--- src/hw/rtl/hhp_pkg.sv ---
// Shared types and constants for the hashed history hit predictor.
`default_nettype none

package hhp_pkg;

    localparam int HISTORY_LEN_DEF = 4;
    localparam int HASH_BITS_DEF   = 9;

    localparam int LINE_SHIFT = 6;
    localparam int FOLD_SHIFT = 29;
    localparam int NUM_LEVELS = 3;

    localparam int HIST_W = 4;
    localparam int POS_W  = 2;
    localparam int THR_W  = 3;
    localparam int CNT_W  = 3;

    localparam logic [THR_W-1:0] THRESH_RESET  = 3'd2;
    localparam logic [CNT_W-1:0] FORCED_BUCKET = 3'd4;

    localparam logic KIND_PREDICT = 1'b0;
    localparam logic KIND_UPDATE  = 1'b1;

    localparam logic [1:0] LEVEL_L1     = 2'd0;
    localparam logic [1:0] LEVEL_L2     = 2'd1;
    localparam logic [1:0] LEVEL_L3     = 2'd2;
    localparam logic [1:0] LEVEL_UNUSED = 2'd3;

    typedef struct packed {
        logic        kind;
        logic [1:0]  level;
        logic        is_write;
        logic [63:0] address;
        logic        outcome;
    } in_item_t;

    typedef struct packed {
        logic             prediction;
        logic [CNT_W-1:0] confidence_bucket;
    } out_item_t;

    typedef struct packed {
        logic [POS_W-1:0]  pos;
        logic [HIST_W-1:0] hist;
    } entry_t;

    // Evaluation result handed from the datapath to the control.
    typedef struct packed {
        out_item_t result;
        logic      do_write;
        entry_t    wr_entry;
    } eval_t;

endpackage

`default_nettype wire

--- src/hw/rtl/hhp_eval.sv ---
// Row evaluation: popcount, threshold compare and history/position update.
`default_nettype none

module hhp_eval
    import hhp_pkg::*;
#(
    parameter int HISTORY_LEN = HISTORY_LEN_DEF
)
(
    input  wire in_item_t         item,
    input  wire entry_t           rd_entry,
    input  wire logic [THR_W-1:0] threshold,
    output eval_t                 ev
);

    localparam logic [POS_W:0] HL = (POS_W + 1)'(HISTORY_LEN);

    logic             valid_level;
    logic             forced;
    logic [CNT_W-1:0] count;
    logic [POS_W-1:0] pos_eff;
    logic [POS_W:0]   pos_inc;
    logic [HIST_W-1:0] hist_next;

    always_comb
    begin
        valid_level = (item.level != LEVEL_UNUSED);
        forced      = valid_level && (item.level != LEVEL_L1) && item.is_write;

        count = '0;
        for (int i = 0; i < HIST_W; i++)
        begin
            if (i < HISTORY_LEN)
            begin
                count = count + CNT_W'(rd_entry.hist[i]);
            end
        end
        if (!valid_level)
        begin
            count = '0;
        end

        // stale positions at or past the history length wrap to zero
        pos_eff = ({1'b0, rd_entry.pos} >= HL) ? '0 : rd_entry.pos;
        pos_inc = {1'b0, pos_eff} + (POS_W + 1)'(1);

        hist_next          = rd_entry.hist;
        hist_next[pos_eff] = item.outcome;

        ev.wr_entry.hist = hist_next;
        ev.wr_entry.pos  = (pos_inc >= HL) ? '0 : pos_inc[POS_W-1:0];
        ev.do_write      = (item.kind == KIND_UPDATE) && valid_level && !forced;

        if (forced)
        begin
            ev.result.prediction        = 1'b1;
            ev.result.confidence_bucket = FORCED_BUCKET;
        end
        else
        begin
            ev.result.prediction        = (count >= threshold);
            ev.result.confidence_bucket = count;
        end
    end

endmodule

`default_nettype wire

--- config.mk ---
export PLATFORM = sky130hd
export DESIGN_NAME = hhp_eval
export DESIGN_NICKNAME = d
export VERILOG_FILES = /design/src/hw/rtl/hhp_pkg.sv /design/src/hw/rtl/hhp_eval.sv
export SDC_FILE = /design/constraint.sdc
export NUM_CORES = 1
export LEC_CHECK = 0
export BUFFER_PORTS_ARGS = -buffer_cell sky130_fd_sc_hd__clkbuf_2
export CELL_PAD_IN_SITES_DETAIL_PLACEMENT = 2
export CELL_PAD_IN_SITES_GLOBAL_PLACEMENT = 2
export CORE_MARGIN = 5
export CORE_UTILIZATION = 10
export DETAILED_ROUTE_END_ITERATION = 7
export GPL_TIMING_DRIVEN = 1
export PLACE_DENSITY = 0.95
export SLEW_MARGIN = 25
export SYNTH_ARGS = -nofsm -noshare
export SYNTH_HDL_FRONTEND = slang
export SYNTH_SLANG_ARGS = --single-unit
--- constraint.sdc ---
create_clock -name vclk -period 2.9
set_input_delay 0.58 -clock vclk [all_inputs]
set_output_delay 0.58 -clock vclk [all_outputs]
set_load 0.005 [all_outputs]
==> results.txt <==
The post-synthesis compound-gate area fraction works out to 6.75%. The tools report the global router's overall resource usage as 4.89%. The maximum number of pins on one net before global-route repair is 5. On the final layout, the worst hold slack is 1.42 ns. The setup violation total in the final timing report is 0. In the final layout, the share of cells above drive strength 1 is 66.7%.

First-pass detailed-route iteration total: 1. The logs give 2810 um2 for the placeable core region and 0 for the post-detailed-route count of antenna-violating nets. The most critical setup path has its startpoint at rd_entry[0]. VDD sags by at most 0.0489 mV. For this run, design rule violations remaining after detail routing come to 0.

Setup repair after global routing could not meet its margin everywhere. Sequential elements use 0% of the synthesized area. Summed over all nets, the half-perimeter wirelength after detailed placement is 1.04 mm.

STA puts the critical path data required time at 2.32 ns. In this run the power density over the cells is 187 nW/um2. The number of global-route vias before repair is 390. The repair_antennas step left the layout with diodes totalling 0. For the pin with the worst max-slew slack, the measured transition is 0.229 ns. In this run the worst path has a maximum fanout of 2. After detailed placement, the design holds a cell count of 88. The worst setup path is launched from an input port.

STA classifies the critical path endpoint as a primary output. Count of sequential standard cells: 0. The mean area per synthesized cell works out to 9.27 um2.

The logs give 32 for the synthesized netlist cell count and 0 for the aggregate global routing overflow. For the number of fill cells, the log shows 333. For the cell leakage power, the log shows 0.279 nW. The run finished with clean final reports. Once the floorplan was initialized, standard cells occupied 10.6% of the core. For the post-synth design cell area, the log shows 297 um2. The tools report the count of pins over their slew limit as 0. The number of antenna violations at the first check in global routing was 0. The first global-routing pass estimated 1.70 mm of wire.

In this run, the number of DRC markers left after iteration 0 of detailed routing was 0. The die outline width was 64.5 um; the total number of yosys warnings was 0. The main combinational cell family by area after synthesis was adder cells. After clock tree synthesis, the flow added hold-fix buffers numbering 0.

Based on the critical path, the design can be clocked at up to 349 MHz. In the layout the commonest cells are 22 x clkbuf_2, 6 x ha_1, 4 x inv_1. The basic-gate share of the synthesized area counting and, or, nand and nor cells came out at 22.8%. The share of the clock period used by the worst path after layout was 98.9%; the routability congestion estimate was 0.630.

The die area is 4150 um2. The most common cell after layout, fill and taps aside was clkbuf_2. The launch instance of the worst min-delay path was item[65]. Adder-cell share of the synthesized area: 48.9%. The number of hold-slack violations in the final timing report was 0; the worst slew margin relative to its limit was 84.7%. Class of the most critical setup path: input port to primary output.

The synthesized netlist devotes 0% of its cell area to XOR and XNOR gates. Summing all multi-input logic gate instances after layout gives 335 um2. The logs give 0 for the clock tree buffer count of the final layout and 121 for the post-synth net total.

The total of buffers placed on input and output ports is 25, and the I/O pin count is 89. The run gives 2.29 ns as the endpoint arrival time on the critical path. Of the post-synthesis cell area, the part taken by muxes is 16.5%. The run gives 1.11 mm as the routed wire length. Across the whole layout, storage elements account for 0 um2. From bottom edge to top edge, the die measures 64.5 um. In the routed layout, each cell is associated on average with a via count of 3.82. For the overall via count from detail_route, the log shows 336.

The min-delay analysis places its worst path in the category input port to primary output. The run gives 148 as the layout net count. The signed area change from the synthesized netlist to the final layout was 79.7%. The detail-routed net length per standard cell is 12.6 um, and the count of maximum capacitance violations is 0. After synthesis, the netlist uses 15 different library cells. Once layout is complete, the cells apart from fillers number 88. The worst path in the final design needs a cycle of 2.87 ns, including I/O delays and setup.

The logs give 19 for the placement row count and 0 for the count of buffers added by post-CTS timing repair for setup.
cell usage after synthesis (all sizes together):
cell | n | share of area, %
a21oi | 2 | 3.4
and2 | 1 | 2.1
and3b | 1 | 3.0
fa | 1 | 6.8
ha | 10 | 42
inv | 4 | 5.1
mux2 | 4 | 16
nand2 | 1 | 1.3
nand2b | 2 | 6.8
nor2 | 1 | 1.3
nor2b | 2 | 5.9
nor3b | 1 | 2.5
o21ai | 2 | 3.4
worst max-delay path, cell delays in order:
cell and delay (ns):
buf_8 0.10, fa_1 0.54, ha_2 0.19, ha_4 0.20
nor2b_4 0.13, ha_4 0.17, nor3b_2 0.17, o21ai_1 0.09
buf_2 0.13
path summary, 6_finish.rpt:
kind,endpoint,cells after the start
worst max-delay path,ev[10],9
worst min-delay path,ev[7],3
metrics by stage:
stage	total power [W]	util (%)	instance area [um2]	TNS (ns)	setup slack (ns)
final	0.0000999	19.0	533	0	0.0306
after global routing	0.000113	19.0	533	-0.0388	-0.0388
after CTS	0.000100	18.2	510	-0.00562	-0.00562
after detailed placement	0.0000832	16.4	460	-0.135	-0.135
after global placement	0.0000781	16.4	460	-0.0795	-0.0795
after floorplan	0.0000428	-	297	0	0.204
cell type report:
cell class / count / area share, %
Multi-Input combinational cell: 28 / 62.9
Timing Repair Buffer: 25 / 27.0
Tap cell: 31 / 7.28
Inverter: 4 / 2.82
timing repair:
item	CTS	global route
pin swaps	5	5
setup endpoints to repair	1	1
resized for setup	10	6
gates cloned	0	0
cells by family (layout without fill, tap and decap cells):
group	Yosys count	count (layout)
AOI/OAI and AO/OA	4	4
adders and majority gates	11	11
buffers and inverters	4	29
muxes	4	4
and+or+nand+nor	9	9
where the power goes:
| group | switching, W | internal, W | leakage, nW |
|---|---|---|---|
| Combinational | 0.0000439 | 0.0000560 | 0.279 |
| Sequential | 0 | 0 | 0 |
| Clock | 0 | 0 | 0 |
metal layers:
layer / track usage, % / up-vias / share of wire, %
met5: 0 / - / 0
met3: 2.25 / 0 / 14
met2: 10.1 / 25 / 51
met4: 0 / 0 / 0
li1: - / 159 / -
met1: 4.65 / 152 / 35
No activity file was read; power rests on OpenSTA's default activity.
